<file path="config.mk">
export PLATFORM = sky130hd
export DESIGN_NAME = circular_deque
export DESIGN_NICKNAME = d
export VERILOG_FILES = /design/src/sv/cdq_pkg.sv /design/src/sv/cdq_ram.sv /design/src/sv/cdq_ctrl.sv /design/src/sv/circular_deque.sv
export SDC_FILE = /design/constraint.sdc
export NUM_CORES = 1
export LEC_CHECK = 0
export BUFFER_PORTS_ARGS = -buffer_cell sky130_fd_sc_hd__buf_2
export CORE_ASPECT_RATIO = 1.5
export CORE_MARGIN = 3
export CORE_UTILIZATION = 55
export CTS_CLUSTER_DIAMETER = 80
export DETAILED_ROUTE_END_ITERATION = 8
export HOLD_SLACK_MARGIN = 0.1
export PLACE_DENSITY = 0.86
export REMOVE_ABC_BUFFERS = 1
export SKIP_CTS_REPAIR_TIMING = 1
export SLEW_MARGIN = 20
export SYNTH_ARGS = -nofsm -noshare
export SYNTH_HDL_FRONTEND = slang
export SYNTH_SLANG_ARGS = --single-unit
</file>
<file path="constraint.sdc">
create_clock -name clk -period 5.75 [get_ports clk]
set_input_delay 1.15 -clock clk [delete_from_list [all_inputs] [get_ports clk]]
set_output_delay 1.15 -clock clk [all_outputs]
set_load 0.1 [all_outputs]
</file>
<file path="src/sv/cdq_pkg.sv">
`default_nettype none
package cdq_pkg;

    localparam int OCC_W = 5;
    localparam int CMD_W = 3;
    localparam int ST_W  = 2;

    localparam logic [CMD_W-1:0] CMD_PUSH_FRONT = 3'd0;
    localparam logic [CMD_W-1:0] CMD_PUSH_REAR  = 3'd1;
    localparam logic [CMD_W-1:0] CMD_POP_FRONT  = 3'd2;
    localparam logic [CMD_W-1:0] CMD_POP_REAR   = 3'd3;
    localparam logic [CMD_W-1:0] CMD_PEEK_FRONT = 3'd4;
    localparam logic [CMD_W-1:0] CMD_PEEK_REAR  = 3'd5;

    localparam logic [ST_W-1:0] ST_OK    = 2'd0;
    localparam logic [ST_W-1:0] ST_FULL  = 2'd1;
    localparam logic [ST_W-1:0] ST_EMPTY = 2'd2;

    localparam logic [OCC_W-1:0] CAP_RESET = 5'd16;

    // register index in the config space
    localparam logic REG_CAPACITY = 1'b0;

    // registered response sideband; the word itself comes from the store
    typedef struct packed {
        logic              strobe;
        logic              use_mem;
        logic              min_val;
        logic [ST_W-1:0]   status;
        logic [OCC_W-1:0]  occupancy;
    } cdq_rsp_t;

endpackage
`default_nettype wire

</file>
<file path="src/sv/cdq_ram.sv">
`default_nettype none
module cdq_ram #(
    parameter int DEPTH      = 16,
    parameter int DATA_WIDTH = 32
) (
    input  wire logic                     clk,
    input  wire logic                     we,
    input  wire logic [$clog2(DEPTH)-1:0] waddr,
    input  wire logic [DATA_WIDTH-1:0]    wdata,
    input  wire logic                     re,
    input  wire logic [$clog2(DEPTH)-1:0] raddr,
    output logic      [DATA_WIDTH-1:0]    q
);
    logic [DATA_WIDTH-1:0] mem [DEPTH];

    always_ff @(posedge clk)
    begin
        if (we)
        begin
            mem[waddr] <= wdata;
        end
        if (re)
        begin
            q <= mem[raddr];
        end
    end
endmodule
`default_nettype wire

</file>
<file path="src/sv/cdq_ctrl.sv">
`default_nettype none
module cdq_ctrl #(
    parameter int DEPTH = 16
) (
    input  wire logic                              clk,
    input  wire logic                              rst_n,
    input  wire logic                              accept,
    input  wire logic [cdq_pkg::CMD_W-1:0]         command,
    input  wire logic                              cfg_we,
    input  wire logic [cdq_pkg::OCC_W-1:0]         cfg_data,
    output logic                                   we,
    output logic      [$clog2(DEPTH)-1:0]          waddr,
    output logic                                   re,
    output logic      [$clog2(DEPTH)-1:0]          raddr,
    output logic      [cdq_pkg::OCC_W-1:0]         cap_reg_out,
    output logic      [cdq_pkg::OCC_W-1:0]         cap_act,
    output cdq_pkg::cdq_rsp_t                      rsp
);
    import cdq_pkg::*;

    localparam int AW = $clog2(DEPTH);
    localparam int PW = (AW > OCC_W) ? AW : OCC_W;
    localparam int IW = PW + 1;

    logic [AW-1:0]    head_reg, head_next;
    logic [AW-1:0]    tail_reg, tail_next;
    logic [OCC_W-1:0] count_reg, count_next;
    logic [OCC_W-1:0] cap_reg, cap_next;
    cdq_rsp_t         rsp_reg, rsp_next;

    logic [IW-1:0] cap_ext, head_ext, tail_ext, head_up, tail_up;
    logic [IW-1:0] head_dn, tail_dn;
    logic          full, empty;

    // capacity 0 acts as 1, above DEPTH acts as DEPTH
    always_comb
    begin
        if (cap_reg == '0)
        begin
            cap_act = OCC_W'(1);
        end
        else if (32'(cap_reg) > 32'(DEPTH))
        begin
            cap_act = OCC_W'(DEPTH);
        end
        else
        begin
            cap_act = cap_reg;
        end
    end

    assign cap_ext  = IW'(cap_act);
    assign head_ext = IW'(head_reg);
    assign tail_ext = IW'(tail_reg);
    assign head_up  = (head_ext + IW'(1) >= cap_ext) ? '0 : head_ext + IW'(1);
    assign tail_up  = (tail_ext + IW'(1) >= cap_ext) ? '0 : tail_ext + IW'(1);
    assign head_dn  = (head_ext == '0 || head_ext >= cap_ext) ? cap_ext - IW'(1)
                                                              : head_ext - IW'(1);
    assign tail_dn  = (tail_ext == '0 || tail_ext >= cap_ext) ? cap_ext - IW'(1)
                                                              : tail_ext - IW'(1);
    assign full     = count_reg >= cap_act;
    assign empty    = count_reg == '0;

    always_comb
    begin
        head_next  = head_reg;
        tail_next  = tail_reg;
        count_next = count_reg;
        cap_next   = cap_reg;
        we         = 1'b0;
        waddr      = '0;
        re         = 1'b0;
        raddr      = head_reg;
        rsp_next   = '0;

        if (cfg_we)
        begin
            cap_next   = cfg_data;
            head_next  = '0;
            tail_next  = '0;
            count_next = '0;
        end
        else if (accept)
        begin
            rsp_next.strobe = 1'b1;
            case (command) inside
                CMD_PUSH_FRONT, CMD_PUSH_REAR:
                begin
                    if (full)
                    begin
                        rsp_next.status = ST_FULL;
                    end
                    else
                    begin
                        we         = 1'b1;
                        count_next = count_reg + OCC_W'(1);
                        if (empty)
                        begin
                            head_next = '0;
                            tail_next = '0;
                            waddr     = '0;
                        end
                        else if (command == CMD_PUSH_FRONT)
                        begin
                            head_next = AW'(head_dn);
                            waddr     = AW'(head_dn);
                        end
                        else
                        begin
                            tail_next = AW'(tail_up);
                            waddr     = AW'(tail_up);
                        end
                    end
                end
                CMD_POP_FRONT, CMD_POP_REAR, CMD_PEEK_FRONT, CMD_PEEK_REAR:
                begin
                    if (empty)
                    begin
                        rsp_next.status  = ST_EMPTY;
                        rsp_next.min_val = 1'b1;
                    end
                    else
                    begin
                        re               = 1'b1;
                        rsp_next.use_mem = 1'b1;
                        if (command == CMD_POP_FRONT || command == CMD_PEEK_FRONT)
                        begin
                            raddr = head_reg;
                        end
                        else
                        begin
                            raddr = tail_reg;
                        end
                        if (command == CMD_POP_FRONT || command == CMD_POP_REAR)
                        begin
                            count_next = count_reg - OCC_W'(1);
                            if (count_reg == OCC_W'(1))
                            begin
                                // last word gone: both ends back to entry 0
                                head_next = '0;
                                tail_next = '0;
                            end
                            else if (command == CMD_POP_FRONT)
                            begin
                                head_next = AW'(head_up);
                            end
                            else
                            begin
                                tail_next = AW'(tail_dn);
                            end
                        end
                    end
                end
                default:
                begin
                    rsp_next.status = ST_OK;
                end
            endcase
            rsp_next.occupancy = count_next;
        end
    end

    always_ff @(posedge clk or negedge rst_n)
    begin
        if (!rst_n)
        begin
            head_reg  <= '0;
            tail_reg  <= '0;
            count_reg <= '0;
            cap_reg   <= CAP_RESET;
            rsp_reg   <= '0;
        end
        else
        begin
            head_reg  <= head_next;
            tail_reg  <= tail_next;
            count_reg <= count_next;
            cap_reg   <= cap_next;
            rsp_reg   <= rsp_next;
        end
    end

    assign rsp         = rsp_reg;
    assign cap_reg_out = cap_reg;
endmodule
`default_nettype wire

</file>
<file path="src/sv/circular_deque.sv">
// Double-ended queue of words in a synchronous store; pointers live in flops.
// Timing: done and the result follow in the cycle after start is accepted; the word
//   comes from the store's registered read port in that cycle.
// Throughput: one word per cycle; busy is high only while the config port is
//   selected, and done cannot be held off by the receiver.
// Reset: pointers and count clear, capacity returns to 16; store not cleared.
`default_nettype none
module circular_deque #(
    parameter int DEPTH      = 16,
    parameter int DATA_WIDTH = 32
) (
    input  wire logic                              clk,
    input  wire logic                              rst_n,
    // command side
    input  wire logic                              start,
    output logic                                   busy,
    input  wire logic [cdq_pkg::CMD_W-1:0]         command,
    input  wire logic signed [DATA_WIDTH-1:0]      data,
    // result side
    output logic                                   done,
    output logic signed [DATA_WIDTH-1:0]           value,
    output logic      [cdq_pkg::ST_W-1:0]          status,
    output logic      [cdq_pkg::OCC_W-1:0]         occupancy,
    // config port
    input  wire logic                              psel,
    input  wire logic                              penable,
    input  wire logic                              pwrite,
    input  wire logic [2:0]                        paddr,
    input  wire logic [31:0]                       pwdata,
    output logic      [31:0]                       prdata,
    output logic                                   pready
);
    import cdq_pkg::*;

    localparam int AW = $clog2(DEPTH);
    localparam logic [DATA_WIDTH-1:0] INT_MIN = {1'b1, {(DATA_WIDTH-1){1'b0}}};

    logic             accept;
    logic             cfg_we;
    logic             reg_idx;
    logic             we, re;
    logic [AW-1:0]    waddr, raddr;
    logic [DATA_WIDTH-1:0] q;
    logic [OCC_W-1:0] cap_reg, cap_act;
    cdq_rsp_t         rsp;

    // config state and the deque share the pointers: hold off commands while
    // a bus transfer is underway
    assign busy    = psel;
    assign accept  = start && !busy;
    assign pready  = 1'b1;
    assign reg_idx = paddr[2];
    assign cfg_we  = psel && penable && pwrite && (reg_idx == REG_CAPACITY);

    always_comb
    begin
        unique case (reg_idx)
            REG_CAPACITY: prdata = {{(32-OCC_W){1'b0}}, cap_reg};
            default:      prdata = '0;
        endcase
    end

    cdq_ctrl #(
        .DEPTH (DEPTH)
    ) u_ctrl (
        .clk         (clk),
        .rst_n       (rst_n),
        .accept      (accept),
        .command     (command),
        .cfg_we      (cfg_we),
        .cfg_data    (pwdata[OCC_W-1:0]),
        .we          (we),
        .waddr       (waddr),
        .re          (re),
        .raddr       (raddr),
        .cap_reg_out (cap_reg),
        .cap_act     (cap_act),
        .rsp         (rsp)
    );

    cdq_ram #(
        .DEPTH      (DEPTH),
        .DATA_WIDTH (DATA_WIDTH)
    ) u_ram (
        .clk   (clk),
        .we    (we),
        .waddr (waddr),
        .wdata (data),
        .re    (re),
        .raddr (raddr),
        .q     (q)
    );

    // word: store output for a read hit, min int for empty, zero otherwise
    always_comb
    begin
        if (rsp.use_mem)
        begin
            value = q;
        end
        else if (rsp.min_val)
        begin
            value = INT_MIN;
        end
        else
        begin
            value = '0;
        end
    end

    assign done      = rsp.strobe;
    assign status    = rsp.status;
    assign occupancy = rsp.occupancy;

    // one result for every accepted command, in the cycle after it
    a_done_follows: assert property (@(posedge clk) disable iff (!rst_n)
        done == $past(accept))
        else $error("done does not track accepted command");

    // count never exceeds the active capacity
    a_occ_bound: assert property (@(posedge clk) disable iff (!rst_n)
        done |-> occupancy <= cap_act)
        else $error("occupancy above capacity");

    a_empty_occ: assert property (@(posedge clk) disable iff (!rst_n)
        done && status == ST_EMPTY |-> occupancy == '0 && value == INT_MIN)
        else $error("empty result with stored words");

    a_full_occ: assert property (@(posedge clk) disable iff (!rst_n)
        done && status == ST_FULL |-> occupancy == cap_act && value == '0)
        else $error("dropped push while not full");

endmodule
`default_nettype wire
</file>
==> summary.txt <==
Status = finished clean
Internal = 7.736 mW
Area contributors post-synth = edfxtp_1 69%, mux2i_1 11%, o22ai_1 3.4%
Insertion delay to the later sink of the worst-skew pair = 590 ps
Max-Cap Viols = 0
Sequential power share = 42.9%
Unrepaired setup endpoints after global routing = false
Die area = 0.04549 sq mm
Post-DP Area = 0.02470 sq mm
Clock slew at reported path FFs = 70 ps
Chip height = 259.7 um
TritonCTS clock tree = built
Peak supply drop = 0.0003788 V
Worst Hold Class = reg -> reg
Post-placement cell count = 2,037
Flops & latches, synth = 571
Worst setup endpoint = u_ram.mem[14][21]
Fmax = 225.4 MHz
DR iter-0 viols = 1,441
Final core utilization = 62.02%
DR WL/cell = 25.31 um
H-tree depth = 2
Syn Area/Cell = 16.51 sq um
# fillers = 2,815
Finished Cell Area = 0.02620 sq mm
Cells after Synth = 1,430
Worst slew pin tran = 1061 ps
Crit Path Max Fanout = 12
Root buffer cell = clkbuf_16
Largest net degree at the start of global routing = 85
Syn-to-layout area delta = 11.01%
Final setup viols = 0
GR Overflow Total = 0
Minimum clock period = 4437 ps
Clock share of power = 27.0%
Initial antenna violation count = 4
Cell taking the most area after synthesis = edfxtp_1
Design Power = 11.52 mW
Via count = 13,450
Syn. warnings = 0
Vias in the first global route = 13,550
Worst hold margin = 557.9 ps
Crit Reg-Reg Startpoint = u_ctrl.head_reg[0]
Fin. max-slew vios = 0
GRT Overall Usage = 23.39%
DP HPWL = 29,130 um
Via density = 6.320
Post-synth EDFFs = 544
Starting density of the core = 55.87%
PortBufs = 92
Synth top area share = 69.21%
Reg2Reg Capture Point = u_ram.mem[14][21]
Rows = 92
Die X = 175.1 um
Largest register FFs = 512
Post-synth top cells = 544 x edfxtp_1, 261 x mux2i_1, 130 x o22ai_1
Layout Nets = 1,631
Worst setup EP type = register
Leakage = 9.681 nW
Worst Path Arrival = 4690 ps
Dominant synthesized flop cell = edfxtp_1
CP startpoint kind = register
Setup Skew = 16.79 ps
Top-count cell post-synth = edfxtp_1
Max_slew headroom = 28.91%
# clock sinks = 571
Switching power = 3.786 mW
Netlist cell types = 66
Share of power burned in combinational logic = 30.1%
Synth Cell Area = 0.02360 sq mm
Crit path from = u_ctrl.head_reg[0]
Critical path type = reg -> reg
Req. time, crit path = 6010 ps
R2R Setup Slk = 1310 ps
Core area = 0.04225 sq mm
Drt first pass iters = 6
First-pass GRT wire length = 80,060 um
DRC errors left = 0
Layout Cells excl Fill = 2,128
Ys async rst share = 4.729%
Pwr Density = 439.7 mW/mm^2
Sequential fraction of the synthesis area = 72.08%
Final hold vios = 0
Io pins = 150
Num CTS Buffers = 47
Worst-case reg-to-reg path depth = 9
Deepest clock path buffer count = 3
Tcrit/Tclk final = 77.16%
ANT nets after route = 0
Final wirelength = 53,860 um
Routability cong. = 0.8976
Register area = 0.01701 sq mm
Sw frac = 32.86%
Multi-input logic area = 0.006123 sq mm
Layout cell share with drive strength beyond 1 = 14.62%
-- logic make-up after synthesis --
family / after synthesis / synth area share [%]
flops: 571 / 72.08
mux: 264 / 11.21
compound gates: 224 / 6.578
simple gates: 197 / 4.835
buf+inv: 128 / 3.112
fa+ha+maj: 33 / 1.749
xor+xnor: 11 / 0.4082
other cells: 2 / 0.03182
-- final cells by class --
type	instances	share of cell area (%)
sequential	571	64.93
multi-input combinational	757	23.37
clock buffer	63	4.799
timing repair buffer	125	2.989
tap	564	2.693
clock inverter	24	0.8977
inverter	20	0.2865
antenna	4	0.03820
-- metal layers --
layer	global-route usage, %	vias to the layer above	share of wire [%]	wire length (um)
met3	3.959	185	8.7	4661
met2	39.03	794	50	26830
met4	13.40	2	5.2	2783
li1	-	5792	-	-
met5	0	-	0.037	20
met1	28.97	6676	36	19560
-- worst max-delay path, stage by stage, from the launching register on --
cell	delay, ps
dfrtp_1	720
inv_1	270
ha_1	370
nand2b_1	150
a31oi_1	470
o21a_1	390
o211a_1	260
o2111ai_1	430
nor2_4	640
buf_4	370
-- worst min path at each step --
stage               slack, ps                     to  cells past startpoint                   from
global placement          510  u_ctrl.cap_reg_out[0]                      2  u_ctrl.cap_reg_out[0]
global route              600  u_ctrl.cap_reg_out[3]                      2  u_ctrl.cap_reg_out[3]
finish                    560  u_ctrl.cap_reg_out[1]                      2  u_ctrl.cap_reg_out[1]
detailed placement        540  u_ctrl.cap_reg_out[1]                      2  u_ctrl.cap_reg_out[1]
CTS                       560  u_ctrl.cap_reg_out[1]                      2  u_ctrl.cap_reg_out[1]
floorplan                 480  u_ctrl.cap_reg_out[0]                      2  u_ctrl.cap_reg_out[0]
-- metrics by stage --
step	TNS, ps	worst slack, ps
4_1_cts	0	1414
2_1_floorplan	-223970	-7013
3_3_place_gp	0	1212
3_5_place_dp	0	1121
6_report	0	1313
5_1_grt	0	1190
-- power groups by stage --
| stage | registers (mW) | logic (mW) | clock network (mW) |
|---|---|---|---|
| 6_report | 4.95 | 3.47 | 3.11 |
| 5_1_grt | 4.97 | 3.69 | 3.29 |
| 4_1_cts | 4.95 | 3.43 | 3.13 |
| 3_5_place_dp | 5.03 | 3.40 | 0 |
| 3_3_place_gp | 5.02 | 3.27 | 0 |
| 2_1_floorplan | 5.02 | 2.79 | 0 |
-- cells in the final DEF, fill, tap and decap left out, drive strengths merged, types with 3 or more instances in the layout --
master / netlist / final
xnor2: 6 / 6
or3: 6 / 6
a31oi: 6 / 6
edfxtp: 544 / 544
nand3: 6 / 6
a221oi: 3 / 3
mux2: 3 / 3
nand2: 35 / 35
a21o: 6 / 6
mux2i: 261 / 261
nor2b: 6 / 6
dfrtp: 26 / 26
and4: 3 / 3
o211a: 4 / 4
diode: 0 / 4
and3: 5 / 5
ha: 33 / 33
nand2b: 5 / 5
conb: 2 / 28
a21oi: 18 / 18
nand3b: 4 / 4
or4: 33 / 33
clkbuf: 24 / 63
o211ai: 10 / 10
o21ai: 15 / 15
o31ai: 5 / 5
o22ai: 130 / 130
buf: 84 / 125
nor2: 24 / 24
inv: 20 / 21
nor3: 24 / 24
and2: 32 / 32
a41oi: 5 / 5
o21a: 4 / 4
xor2: 5 / 5
bufinv: 0 / 3
clkinv: 0 / 20
nor4: 3 / 3
No activity file was read; power rests on OpenSTA's default activity.
